`config.mk`:
```
export PLATFORM = sky130hd
export DESIGN_NAME = multi_phase_level_classifier_core_flat
export DESIGN_NICKNAME = d
export VERILOG_FILES = /design/src/hdl/mplc_pkg.sv /design/src/hdl/mplc_in_if.sv /design/src/hdl/mplc_out_if.sv /design/src/hdl/mplc_level.sv /design/src/hdl/mplc_match.sv /design/src/hdl/multi_phase_level_classifier_core.sv /design/src/flat_wrapper.sv
export SDC_FILE = /design/constraint.sdc
export NUM_CORES = 1
export LEC_CHECK = 0
export BUFFER_PORTS_ARGS = -buffer_cell sky130_fd_sc_hd__buf_2
export CAP_MARGIN = 20
export CORE_MARGIN = 1.5
export CORE_UTILIZATION = 50
export CTS_BUF_LIST = sky130_fd_sc_hd__clkbuf_2 sky130_fd_sc_hd__clkbuf_4 sky130_fd_sc_hd__clkbuf_8
export DETAILED_ROUTE_END_ITERATION = 6
export PLACE_DENSITY = 0.68
export SYNTH_ARGS = -nofsm -noshare
export SYNTH_HDL_FRONTEND = slang
export SYNTH_SLANG_ARGS = --single-unit
```
`constraint.sdc`:
```
create_clock -name clk -period 6.2 [get_ports clk]
set_input_delay 0.31 -clock clk [delete_from_list [all_inputs] [get_ports clk]]
set_output_delay 0.31 -clock clk [all_outputs]
set_load 0.02 [all_outputs]
```
`src/hdl/mplc_pkg.sv`:
```
`timescale 1ns / 1ps
// ----------------------------------------------------------------------------
// mplc_pkg
// Shared types and constants for the multi-phase level classifier.
// ----------------------------------------------------------------------------
package mplc_pkg;

  localparam int NUM_PHASES  = 8;
  localparam int PHASE_W     = 3;
  localparam int COUNT_W     = 4;
  localparam int CHAN_W      = 16;
  localparam int LEVEL_W     = 8;
  localparam int CODE_W      = 8;
  localparam int CFG_IDX_W   = 3;
  localparam int CFG_DATA_W  = 64;

  localparam logic [CODE_W-1:0] PHASE_BASE = 8'h80;
  localparam logic [CODE_W-1:0] CODE_NONE  = 8'h00;

  // brightness weights and product widths
  localparam int W_RED   = 60;
  localparam int W_GREEN = 118;
  localparam int W_BLUE  = 22;
  localparam int PR_W    = 22;
  localparam int PG_W    = 23;
  localparam int PB_W    = 21;
  localparam int SUM_W   = 24;

  // (sum / 200) >> 8 == (sum >> 11) / 25 ; /25 done by reciprocal multiply
  localparam int LUMA_SHIFT  = 11;
  localparam int X_W         = SUM_W - LUMA_SHIFT;
  localparam int RECIP_MULT  = 41944;
  localparam int RECIP_SHIFT = 20;
  localparam int Q_W         = 29;

  typedef enum logic [CFG_IDX_W-1:0] {
    CFG_COLOR_MODE   = 3'd0,
    CFG_PHASE_COUNT  = 3'd1,
    CFG_PHASE_ENABLE = 3'd2,
    CFG_PHASE_LOWS   = 3'd3,
    CFG_PHASE_HIGHS  = 3'd4
  } cfg_reg_t;

  typedef struct packed {
    logic [COUNT_W-1:0]                  count;
    logic [NUM_PHASES-1:0]               enable;
    logic [NUM_PHASES-1:0][LEVEL_W-1:0]  lows;
    logic [NUM_PHASES-1:0][LEVEL_W-1:0]  highs;
  } phase_cfg_t;

  typedef struct packed {
    logic               mask;
    logic [LEVEL_W-1:0] level;
  } lvl_t;

endpackage

```
`src/hdl/mplc_in_if.sv`:
```
`timescale 1ns / 1ps
// ----------------------------------------------------------------------------
// mplc_in_if
// Pixel input channel: valid/ready handshake with mask bit and three channels.
// ----------------------------------------------------------------------------
interface mplc_in_if
  import mplc_pkg::*;
();
  logic              valid;
  logic              ready;
  logic              pixel_valid;
  logic [CHAN_W-1:0] chan_red;
  logic [CHAN_W-1:0] chan_green;
  logic [CHAN_W-1:0] chan_blue;

  modport source (output valid, output pixel_valid, output chan_red,
                  output chan_green, output chan_blue, input ready);
  modport sink   (input valid, input pixel_valid, input chan_red,
                  input chan_green, input chan_blue, output ready);
endinterface

```
`src/hdl/mplc_out_if.sv`:
```
`timescale 1ns / 1ps
// ----------------------------------------------------------------------------
// mplc_out_if
// Result channel: valid/ready handshake carrying the phase code.
// ----------------------------------------------------------------------------
interface mplc_out_if
  import mplc_pkg::*;
();
  logic              valid;
  logic              ready;
  logic [CODE_W-1:0] phase_code;

  modport source (output valid, output phase_code, input ready);
  modport sink   (input valid, input phase_code, output ready);
endinterface

```
`src/hdl/mplc_level.sv`:
```
`timescale 1ns / 1ps
// ----------------------------------------------------------------------------
// mplc_level
// Three-stage level pipeline: weighted products, sum and scale, reciprocal
// divide by 25. Selects gray or brightness level at the output.
// ----------------------------------------------------------------------------
module mplc_level
  import mplc_pkg::*;
(
  input  logic        clk,
  input  logic        rst_n,
  input  logic        color_mode,
  mplc_in_if.sink     in_pix,
  output logic        lvl_valid,
  input  logic        lvl_ready,
  output lvl_t        lvl
);

  logic                v1_r, v2_r, v3_r;
  logic                rdy1, rdy2, rdy3;
  logic                mask1_r, mask2_r, mask3_r;
  logic [LEVEL_W-1:0]  gray1_r, gray2_r, gray3_r;
  logic [PR_W-1:0]     pr_r;
  logic [PG_W-1:0]     pg_r;
  logic [PB_W-1:0]     pb_r;
  logic [SUM_W-1:0]    sum_nxt;
  logic [X_W-1:0]      x2_r;
  logic [Q_W-1:0]      q3_r;

  assign rdy3 = !v3_r || lvl_ready;
  assign rdy2 = !v2_r || rdy3;
  assign rdy1 = !v1_r || rdy2;
  assign in_pix.ready = rdy1;

  assign sum_nxt = SUM_W'(pr_r) + SUM_W'(pg_r) + SUM_W'(pb_r);

  always_ff @(posedge clk) begin
    if (!rst_n) begin
      v1_r <= 1'b0;
      v2_r <= 1'b0;
      v3_r <= 1'b0;
    end else begin
      if (rdy1) v1_r <= in_pix.valid;
      if (rdy2) v2_r <= v1_r;
      if (rdy3) v3_r <= v2_r;
    end
  end

  always_ff @(posedge clk) begin
    if (rdy1) begin
      mask1_r <= in_pix.pixel_valid;
      gray1_r <= in_pix.chan_red[CHAN_W-1 -: LEVEL_W];
      pr_r    <= PR_W'(in_pix.chan_red)   * PR_W'(W_RED);
      pg_r    <= PG_W'(in_pix.chan_green) * PG_W'(W_GREEN);
      pb_r    <= PB_W'(in_pix.chan_blue)  * PB_W'(W_BLUE);
    end
    if (rdy2) begin
      mask2_r <= mask1_r;
      gray2_r <= gray1_r;
      x2_r    <= sum_nxt[SUM_W-1:LUMA_SHIFT];
    end
    if (rdy3) begin
      mask3_r <= mask2_r;
      gray3_r <= gray2_r;
      q3_r    <= Q_W'(x2_r) * Q_W'(RECIP_MULT);
    end
  end

  assign lvl_valid  = v3_r;
  assign lvl.mask   = mask3_r;
  assign lvl.level  = color_mode ? q3_r[RECIP_SHIFT+LEVEL_W-1:RECIP_SHIFT] : gray3_r;

endmodule

```
`src/hdl/mplc_match.sv`:
```
`timescale 1ns / 1ps
// ----------------------------------------------------------------------------
// mplc_match
// Range compare against each enabled phase below the phase count, highest
// matching phase wins; registered result stage driving the output channel.
// ----------------------------------------------------------------------------
module mplc_match
  import mplc_pkg::*;
(
  input  logic        clk,
  input  logic        rst_n,
  input  phase_cfg_t  pcfg,
  input  logic        lvl_valid,
  output logic        lvl_ready,
  input  lvl_t        lvl,
  mplc_out_if.source  out_res
);

  logic                valid_r;
  logic [CODE_W-1:0]   code_r;
  logic [CODE_W-1:0]   code_nxt;
  logic                win;
  logic [PHASE_W-1:0]  win_idx;

  assign lvl_ready = !valid_r || out_res.ready;

  always_comb begin
    win     = 1'b0;
    win_idx = '0;
    for (int p = 0; p < NUM_PHASES; p++) begin
      if ((COUNT_W'(p) < pcfg.count) && pcfg.enable[p] &&
          (lvl.level >= pcfg.lows[p]) && (lvl.level <= pcfg.highs[p])) begin
        win     = 1'b1;
        win_idx = PHASE_W'(p);
      end
    end
    code_nxt = (lvl.mask && win) ? (PHASE_BASE + CODE_W'(win_idx)) : CODE_NONE;
  end

  always_ff @(posedge clk) begin
    if (!rst_n) begin
      valid_r <= 1'b0;
    end else if (lvl_ready) begin
      valid_r <= lvl_valid;
    end
  end

  always_ff @(posedge clk) begin
    if (lvl_ready) begin
      code_r <= code_nxt;
    end
  end

  assign out_res.valid      = valid_r;
  assign out_res.phase_code = code_r;

endmodule

```
`src/hdl/multi_phase_level_classifier_core.sv`:
```
`timescale 1ns / 1ps
// ----------------------------------------------------------------------------
// multi_phase_level_classifier_core
// Classifies each pixel into the highest-numbered enabled phase below the
// phase count whose inclusive level range holds the pixel's 8-bit level.
// ----------------------------------------------------------------------------
// Usage:
//   in_pix  : pixel transactions (mask bit, red/gray, green, blue channels).
//   out_res : one phase_code per pixel transaction, in order; 0 when the pixel
//             is masked or no phase matches, else 0x80 + phase number.
//   cfg_*   : register writes (color mode, phase count, enables, low and high
//             byte arrays), taken on any cycle with cfg_we high; write only
//             while no transaction is in flight.
// Pixels pass from the accepting edge to out_res.valid through four register
// stages: products, sum and scale, reciprocal multiply, then compare
// and output register. Throughput is one pixel per clock. Each stage holds
// its own valid bit and advances when the stage after it is empty or moving,
// so bubbles close up while the receiver stalls; in_pix.ready drops only when
// all four stages are full and out_res is held.
// Synchronous reset clears config and valid bits and empties the pipeline.
// ----------------------------------------------------------------------------
module multi_phase_level_classifier_core
  import mplc_pkg::*;
(
  input  logic                  clk,
  input  logic                  rst_n,
  mplc_in_if.sink               in_pix,
  mplc_out_if.source            out_res,
  input  logic                  cfg_we,
  input  logic [CFG_IDX_W-1:0]  cfg_index,
  input  logic [CFG_DATA_W-1:0] cfg_wdata
);

  logic                                color_mode_r;
  logic [COUNT_W-1:0]                  phase_count_r;
  logic [NUM_PHASES-1:0]               phase_enable_r;
  logic [NUM_PHASES-1:0][LEVEL_W-1:0]  phase_lows_r;
  logic [NUM_PHASES-1:0][LEVEL_W-1:0]  phase_highs_r;
  phase_cfg_t                          pcfg;
  logic                                lvl_valid;
  logic                                lvl_ready;
  lvl_t                                lvl;

  always_ff @(posedge clk) begin
    if (!rst_n) begin
      color_mode_r   <= 1'b0;
      phase_count_r  <= '0;
      phase_enable_r <= '0;
      phase_lows_r   <= '0;
      phase_highs_r  <= '0;
    end else if (cfg_we) begin
      case (cfg_reg_t'(cfg_index))
        CFG_COLOR_MODE:   color_mode_r   <= cfg_wdata[0];
        CFG_PHASE_COUNT:  phase_count_r  <= cfg_wdata[COUNT_W-1:0];
        CFG_PHASE_ENABLE: phase_enable_r <= cfg_wdata[NUM_PHASES-1:0];
        CFG_PHASE_LOWS:   phase_lows_r   <= cfg_wdata[NUM_PHASES*LEVEL_W-1:0];
        CFG_PHASE_HIGHS:  phase_highs_r  <= cfg_wdata[NUM_PHASES*LEVEL_W-1:0];
        default: ;
      endcase
    end
  end

  assign pcfg.count  = phase_count_r;
  assign pcfg.enable = phase_enable_r;
  assign pcfg.lows   = phase_lows_r;
  assign pcfg.highs  = phase_highs_r;

  mplc_level u_level (
    .clk        (clk),
    .rst_n      (rst_n),
    .color_mode (color_mode_r),
    .in_pix     (in_pix),
    .lvl_valid  (lvl_valid),
    .lvl_ready  (lvl_ready),
    .lvl        (lvl)
  );

  mplc_match u_match (
    .clk        (clk),
    .rst_n      (rst_n),
    .pcfg       (pcfg),
    .lvl_valid  (lvl_valid),
    .lvl_ready  (lvl_ready),
    .lvl        (lvl),
    .out_res    (out_res)
  );

  // nonzero code names an enabled phase below the phase count
  assert property (@(posedge clk) disable iff (!rst_n)
    (out_res.valid && out_res.phase_code != CODE_NONE) |->
      (out_res.phase_code[CODE_W-1] &&
       out_res.phase_code[CODE_W-2:PHASE_W] == '0 &&
       phase_enable_r[out_res.phase_code[PHASE_W-1:0]] &&
       COUNT_W'(out_res.phase_code[PHASE_W-1:0]) < phase_count_r))
    else $error("phase code names a disabled or uncounted phase");

  // input backpressure only when the output is held
  assert property (@(posedge clk) disable iff (!rst_n)
    !in_pix.ready |-> (out_res.valid && !out_res.ready))
    else $error("input stalled while output not blocked");

  // no phases configured: every result is zero
  assert property (@(posedge clk) disable iff (!rst_n)
    (out_res.valid && (phase_count_r == '0 || phase_enable_r == '0)) |->
      out_res.phase_code == CODE_NONE)
    else $error("nonzero code with no phases configured");

endmodule

```
`src/flat_wrapper.sv`:
```
// flat-port wrapper written by rule: the top's interface ports become plain ports
module multi_phase_level_classifier_core_flat import mplc_pkg::*;
  (clk, rst_n, cfg_we, cfg_index, cfg_wdata, in_pix_valid, in_pix_pixel_valid, in_pix_chan_red, in_pix_chan_green, in_pix_chan_blue, in_pix_ready, out_res_valid, out_res_phase_code, out_res_ready);
  mplc_in_if in_pix_i ();
  mplc_out_if out_res_i ();
  input  logic clk;
  input  logic rst_n;
  input  logic cfg_we;
  input  logic [CFG_IDX_W-1:0] cfg_index;
  input  logic [CFG_DATA_W-1:0] cfg_wdata;
  input wire logic [$bits(in_pix_i.valid)-1:0] in_pix_valid;
  input wire logic [$bits(in_pix_i.pixel_valid)-1:0] in_pix_pixel_valid;
  input wire logic [$bits(in_pix_i.chan_red)-1:0] in_pix_chan_red;
  input wire logic [$bits(in_pix_i.chan_green)-1:0] in_pix_chan_green;
  input wire logic [$bits(in_pix_i.chan_blue)-1:0] in_pix_chan_blue;
  output wire logic [$bits(in_pix_i.ready)-1:0] in_pix_ready;
  output wire logic [$bits(out_res_i.valid)-1:0] out_res_valid;
  output wire logic [$bits(out_res_i.phase_code)-1:0] out_res_phase_code;
  input wire logic [$bits(out_res_i.ready)-1:0] out_res_ready;
  assign in_pix_i.valid = in_pix_valid;
  assign in_pix_i.pixel_valid = in_pix_pixel_valid;
  assign in_pix_i.chan_red = in_pix_chan_red;
  assign in_pix_i.chan_green = in_pix_chan_green;
  assign in_pix_i.chan_blue = in_pix_chan_blue;
  assign in_pix_ready = in_pix_i.ready;
  assign out_res_valid = out_res_i.valid;
  assign out_res_phase_code = out_res_i.phase_code;
  assign out_res_i.ready = out_res_ready;
  multi_phase_level_classifier_core u_core (.clk(clk), .rst_n(rst_n), .in_pix(in_pix_i), .out_res(out_res_i), .cfg_we(cfg_we), .cfg_index(cfg_index), .cfg_wdata(cfg_wdata));
endmodule
```
==> impl_metrics.env, run 1 <==
export IMPL_cts_htree_levels=2
export IMPL_ys_types=61
export IMPL_syn_to_final_growth_pct=13.53
export IMPL_tritoncts="built"
export IMPL_crit_path_frequent_cell="fa_1"
export IMPL_grt_max_degree=119
export IMPL_setup_viol=0
export IMPL_worstMarginPinSlew_ns=1.054
export IMPL_timing_fmax_mhz=190.0
export IMPL_die_w_um=208.2
export IMPL_antenna_found_initial=5
export IMPL_drt_pre_antenna_iters=5
export IMPL_synth_cells=2130
export IMPL_fin_crit_ns=5.262
export IMPL_hold_class="in2reg"
export IMPL_cp_cell_sequence="ha_1 > fa_1 > fa_1 > inv_1 > fa_1 > fa_1 > inv_1 > ha_1 > a21o_1 > a22oi_1 > a31o_1 > a211oi_1 > o21a_1 > o21a_1 > or4b_1 > nand3_1"
export IMPL_crit_family="adder cells"
export IMPL_drc=0
export IMPL_initial_core_util_pct=50.43
export IMPL_hpwl_um=34530
export IMPL_cp_end_kind="flop"
export IMPL_cap_viol_max_count=0
export IMPL_ys_seq_area_share_pct=30.04
export IMPL_cts_buffers=46
export IMPL_finClkSkew_ns=0.04092
export IMPL_first_global_vias=15755
export IMPL_die_area_um2=43360
export IMPL_critPathKind="reg2reg"
export IMPL_synth_top_area_cell="ha_1"
export IMPL_ios=131
export IMPL_track_usage_pct=21.89
export IMPL_yosys_register_bits=259
export IMPL_crit_fanout=7
export IMPL_r2r_slack_ns=0.94
export IMPL_cp_startpoint="u_core.u_level.x2_r[10]"
export IMPL_cts_sinks=259
export IMPL_crit_path_max_incr_delay_ns=0.58
export IMPL_min_from="in_pix_chan_red[13]"
export IMPL_detail_route_antenna_nets=0
export IMPL_gp_congestion=0.8558
export IMPL_crit_slowest_cell="edfxtp_1"
export IMPL_cts_setup_buffers=0
export IMPL_clk_pin_slew_ns=0.07
export IMPL_core_rowCount=75
export IMPL_grt_pass1_wl_um=76180
export IMPL_drtIter0Drc=635
export IMPL_reg2reg_from="u_core.u_level.x2_r[10]"
export IMPL_drive_above_1_share_pct=9.743
export IMPL_vias=15236
export IMPL_slew_violations=0
export IMPL_die_height_um=208.2
export IMPL_ys_async_sr_fraction_pct=0
export IMPL_core_um2=41760
export IMPL_final_nets=2958
export IMPL_outcome="completed"
export IMPL_hold_viol_final=0
export IMPL_tns_ns=0
export IMPL_synth_area_top_cells="ha_1 20%, edfxtp_1 16%, fa_1 15%"
export IMPL_netlist_area_um2=21060
export IMPL_clk_latency_ns=0.65
export IMPL_start_kind="flop"
export IMPL_syn_area_per_cell_um2=9.887
export IMPL_synth_edf_count=114
export IMPL_portBuffers=126
export IMPL_yosys_warnings=0
export IMPL_slew_headroom_pct=29.49
export IMPL_wire_per_inst_um=15.83
export IMPL_required_ns=6.68
export IMPL_crit_buf_inv=2
export IMPL_clk_path_buf_depth=3
export IMPL_arrival_ns=5.74
export IMPL_drt_total_wl_um=46100
export IMPL_fin_crit_sh_pct=84.88
export IMPL_yosysTopAreaCellShare_pct=20.44
export IMPL_grt_setup_unrepaired="no"
export IMPL_synth_main_ff_cell="dfxtp_1"
export IMPL_routed_via_density=5.232
export IMPL_cts_root_buffer="clkbuf_8"
export IMPL_overflow=0
==> metrics by stage <==
| stage | cells | hold slack (ns) | instance area [µm²] | worst slack, ns | utilization [%] |
|---|---|---|---|---|---|
| after floorplan | 2133 | 0.4003 | 21070 | 1.328 | - |
| after global placement | 2753 | 0.4011 | 22250 | 1.067 | 53.28 |
| after detailed placement | 2753 | 0.4045 | 22250 | 0.9931 | 53.28 |
| after CTS | 2910 | 0.003859 | 23900 | 0.8988 | 57.24 |
| after global routing | 2911 | 0.007727 | 23910 | 0.6853 | 57.25 |
| final | 2912 | 0.03323 | 23910 | 0.9375 | 57.25 |
==> metal layers <==
layer  vias to the layer above  wire (µm)  GRT usage [%]
met2                       298      23020          39.72
li1                       7562          -              -
met5                         -         59              0
met4                         8       1415          7.702
met3                        99       2079          4.000
met1                      7269      19530          25.81
==> cells in the final DEF, fill, tap and decap left out, types with 5 or more instances in the layout <==
cell type	n
inv_1	353
ha_1	344
nand2_1	285
fa_1	158
dfxtp_1	145
a21boi_0	129
buf_2	125
edfxtp_1	114
a21oi_1	73
dlygate4sd3_1	73
a21o_1	50
xnor2_1	49
clkbuf_8	46
nor2_1	45
nor2b_1	32
o21a_1	26
nand4_1	22
o21ai_0	22
xor2_1	16
nand3_1	15
and3_1	14
o21ai_1	14
a211oi_1	14
nand2b_1	14
clkbuf_4	14
or3_1	12
mux2i_1	12
o21bai_1	11
nor3_1	10
clkinv_1	10
o211ai_1	9
o31ai_1	9
clkinv_2	9
mux2_2	7
buf_4	7
a31oi_1	6
or2_2	5
and2_1	5
==> worst reg2reg max path, delay by kind of cell, from the launching register on <==
family | cells | cell delay [ns]
AOI/OAI and AO/OA | 6 | 1.12
adders and majority gates | 6 | 2.72
buffers and inverters | 2 | 0.09
DFF | 1 | 0.58
and+or+nand+nor | 2 | 0.58
==> cell usage after synthesis (5+ instances only) <==
library cell  number
inv_1            353
ha_1             344
nand2_1          286
fa_1             158
dfxtp_1          145
a21boi_0         129
edfxtp_1         114
a21oi_1           73
a21o_1            50
xnor2_1           49
nor2_1            45
clkbuf_1          41
nor2b_1           32
o21a_1            26
nand4_1           22
o21ai_0           22
nand3_1           17
and3_1            16
xor2_1            16
a211oi_1          14
nand2b_1          14
o21ai_1           14
mux2i_1           13
or3_1             12
o21bai_1          11
nor3_1            10
o211ai_1           9
o31ai_1            9
mux2_2             7
a31oi_1            6
buf_1              6
and2_1             5
or2_2              5
==> state kept, by name (all words and copies together), names as in the netlist <==
name,count
u_core.u_match.out_res.valid,1
u_core.color_mode_r,1
u_core.u_level.pr_r,20
u_core.u_level.lvl_valid,1
u_core.u_level.mask3_r,1
u_core.u_level.gray2_r,8
u_core.u_level.gray3_r,8
u_core.u_level.v1_r,1
u_core.u_level.mask1_r,1
u_core.u_level.x2_r,13
u_core.u_level.mask2_r,1
u_core.u_level.gray1_r,8
u_core.u_level.v2_r,1
u_core.u_level.pg_r,22
u_core.u_level.pb_r,20
u_core.u_level.q3_r,8
u_core.u_match.out_res.phase_code,4
u_core.phase_enable_r,8
u_core.phase_count_r,4
u_core.pcfg,128
==> timing repair <==
item,4_1_cts,5_1_grt
hold endpoints to repair,150,0
hold buffers,73,0
endpoints found under the setup margin,0,0
resized for setup,0,0
==> final timing paths <==
| check | end | cells after the start |
|---|---|---|
| setup / recovery | u_core.u_level.q3_r[21] | 16 |
| hold / removal | u_core.u_level.gray1_r[5] | 1 |
| setup reg to reg | u_core.u_level.q3_r[21] | 16 |
| hold reg to reg | u_core.u_level.gray3_r[1] | 0 |
==> cell type report <==
cell class / count / area (µm²)
Fill cell: 3587 / 17850
Multi-Input combinational cell: 1470 / 13240
Sequential cell: 259 / 6326
Timing Repair Buffer: 205 / 1409
Inverter: 353 / 1325
Clock buffer: 60 / 738.2
Tap cell: 539 / 674.4
Clock inverter: 24 / 186.4
Antenna cell: 2 / 5.005
==> cells by family after synthesis <==
group | share of synthesized area, %
AO/OA/AOI/OAI | 13.40
XOR/XNOR | 2.703
adder cells (fa/ha/maj) | 35.46
buffers and inverters | 7.272
flip-flops | 30.04
multiplexers | 0.9922
other | 0.01781
AND/OR/NAND/NOR | 10.12
Power of run 1 is left out: the tool's default activity adds up to more than one toggle a clock period on the data nets, which glitch-free logic cannot reach.
==> run 2, diff against run 1 <==
Settings changed: ABC_AREA set to 1.
Clock period 6.2 ns to 4.94 ns, I/O delays scaled along.
==> impl_metrics.env, run 2 <==
export IMPL_fin_crit_ns=4.551
export IMPL_synth_cells=2352
export IMPL_clk_path_buf_depth=3
export IMPL_slew_headroom_pct=35.51
export IMPL_synth_compound_area_share_pct=13.83
export IMPL_syn_area_per_cell_um2=9.099
export IMPL_ys_async_sr_fraction_pct=0
export IMPL_wire_per_inst_um=15.49
export IMPL_hold_class="in2reg"
export IMPL_synth_most_common_cell="inv_1"
export IMPL_core_um2=42130
export IMPL_dp_cells=2976
export IMPL_drt_total_wl_um=48520
export IMPL_synthMuxAreaShare_pct=0.4151
export IMPL_seqCellArea_um2=6326
export IMPL_finClkSkew_ns=0.02624
export IMPL_min_from="cfg_index[1]"
export IMPL_cts_buffers=44
export IMPL_syn_to_final_growth_pct=13.11
export IMPL_synth_fa_ha_area_share_pct=34.89
export IMPL_synth_top_area_cell="ha_1"
export IMPL_first_global_vias=16421
export IMPL_reg2reg_from="u_core.u_level.x2_r[10]"
export IMPL_slew_violations=0
export IMPL_arrival_ns=4.87
export IMPL_core_rowCount=75
export IMPL_outcome="completed"
export IMPL_drt_pre_antenna_iters=5
export IMPL_clk_latency_ns=0.58
export IMPL_portBuffers=126
export IMPL_vias=16214
export IMPL_cp_startpoint="u_core.u_level.x2_r[10]"
export IMPL_die_height_um=209.9
export IMPL_ios=131
export IMPL_hpwl_um=37320
export IMPL_fillers=3707
export IMPL_synth_main_ff_cell="dfxtp_1"
export IMPL_yosys_register_bits=259
export IMPL_holdWs_ns=0.05455
export IMPL_final_nets=3185
export IMPL_track_usage_pct=22.40
export IMPL_hold_viol_final=0
export IMPL_antenna_found_initial=1
export IMPL_clk_pin_slew_ns=0.06
export IMPL_cp_end_kind="flop"
export IMPL_crit_path_max_incr_delay_ns=0.58
export IMPL_cp_num_cells=13
export IMPL_yosys_warnings=0
export IMPL_crit_slowest_cell="edfxtp_1"
export IMPL_routed_via_density=5.177
export IMPL_timing_fmax_mhz=219.7
export IMPL_grt_pass1_wl_um=79410
export IMPL_crit_buf_inv=2
export IMPL_cts_htree_levels=2
export IMPL_synth_xor_area_share_pct=2.947
export IMPL_fin_crit_sh_pct=92.13
export IMPL_die_area_um2=44050
export IMPL_crit_fanout=7
export IMPL_yosysTopAreaCellShare_pct=20.11
export IMPL_synth_area_top_cells="ha_1 20%, edfxtp_1 16%, fa_1 15%"
export IMPL_tritoncts="built"
export IMPL_largest_reg_flops=128
export IMPL_layout_commonest_cell="inv_1"
export IMPL_ys_seq_area_share_pct=29.56
export IMPL_yosys_area_share_simple_pct=9.208
export IMPL_initial_core_util_pct=50.79
export IMPL_instances_no_fill=3132
export IMPL_r2r_slack_ns=0.39
export IMPL_critPathCapture="u_core.u_level.q3_r[26]"
export IMPL_cap_viol_max_count=0
export IMPL_grt_max_degree=143
export IMPL_crit_path_frequent_cell="fa_1"
export IMPL_synth_top_family_by_area="adder cells"
export IMPL_drive_above_1_share_pct=9.301
export IMPL_setup_viol=0
export IMPL_required_ns=5.26
export IMPL_tns_ns=0
export IMPL_worstMarginPinSlew_ns=0.9674
export IMPL_crit_family="adder cells"
export IMPL_gp_congestion=0.8713
export IMPL_r2r_cells=13
export IMPL_die_w_um=209.9
export IMPL_grt_setup_unrepaired="no"
export IMPL_final_cell_mix="442 x inv_1, 344 x ha_1, 274 x a21oi_1"
export IMPL_drc=0
export IMPL_detail_route_antenna_nets=0
export IMPL_synth_top_cells_by_count="442 x inv_1, 344 x ha_1, 274 x a21oi_1"
export IMPL_timing_rr_end="u_core.u_level.q3_r[26]"
export IMPL_netlist_area_um2=21400
export IMPL_cts_sinks=259
export IMPL_cp_cell_sequence="fa_1 > ha_1 > inv_1 > fa_1 > fa_1 > inv_1 > fa_1 > ha_1 > a21oi_1 > o21bai_1 > a221oi_1 > o21ai_0 > xor2_1"
export IMPL_hold_depth=4
export IMPL_critPathKind="reg2reg"
export IMPL_synth_edf_count=114
export IMPL_multi_input_area_um2=13160
export IMPL_start_kind="flop"
export IMPL_overflow=0
export IMPL_drtIter0Drc=712
export IMPL_ys_types=46
export IMPL_cts_root_buffer="clkbuf_8"
==> run 2: worst min-delay path, cell delays in order <==
cell and delay [ns]:
buf_2 0.13, nor2_2 0.06, nand3_1 0.08, a21oi_1 0.06
==> run 2: metrics by stage <==
stage               util (%)  worst slack [ns]  instance area [µm²]
finish                 57.45            0.3889                24210
global route           57.44            0.1352                24200
CTS                    57.37            0.3958                24170
detailed placement     53.38            0.4114                22490
global placement       53.38            0.4633                22490
floorplan                  -            0.7046                21410
==> run 2: cell type report <==
type,instances,share of cell area [%]
Sequential cell,259,26.13
Tap cell,539,2.786
Inverter,447,6.936
Clock buffer,68,3.427
Antenna cell,2,0.02068
Clock inverter,7,0.2998
Timing Repair Buffer,208,6.047
Multi-Input combinational cell,1602,54.35
==> run 2: layer usage <==
metal  wire length, µm  GRT usage (%)  vias to the layer above
met2             24380          40.96                      279
met1             21080          27.44                     7630
met5                13              0                        -
li1                  -              -                     8227
met3              1784          2.828                       76
met4              1258          6.773                        2
==> run 2: how the worst min path moves through the flow <==
stage,end
2_1_floorplan,u_core.u_level.gray1_r[0]
3_3_place_gp,u_core.u_level.gray3_r[7]
3_5_place_dp,u_core.u_level.gray3_r[6]
4_1_cts,u_core.color_mode_r
5_1_grt,u_core.color_mode_r
6_report,u_core.color_mode_r
==> run 2: kinds of logic after synthesis <==
group | Yosys count
adder cells (fa/ha/maj) | 502
other | 1
AND/OR/NAND/NOR | 468
AO/OA/AOI/OAI | 548
buffers and inverters | 494
XOR/XNOR | 72
multiplexers | 8
flip-flops | 259
==> run 2: timing repair <==
action | in CTS | in global routing
hold buffers | 78 | 0
setup buffers | 0 | 0
gates resized for setup | 0 | 0
endpoints found under the hold margin | 146 | 0
Power of run 2 is left out for the same reason.
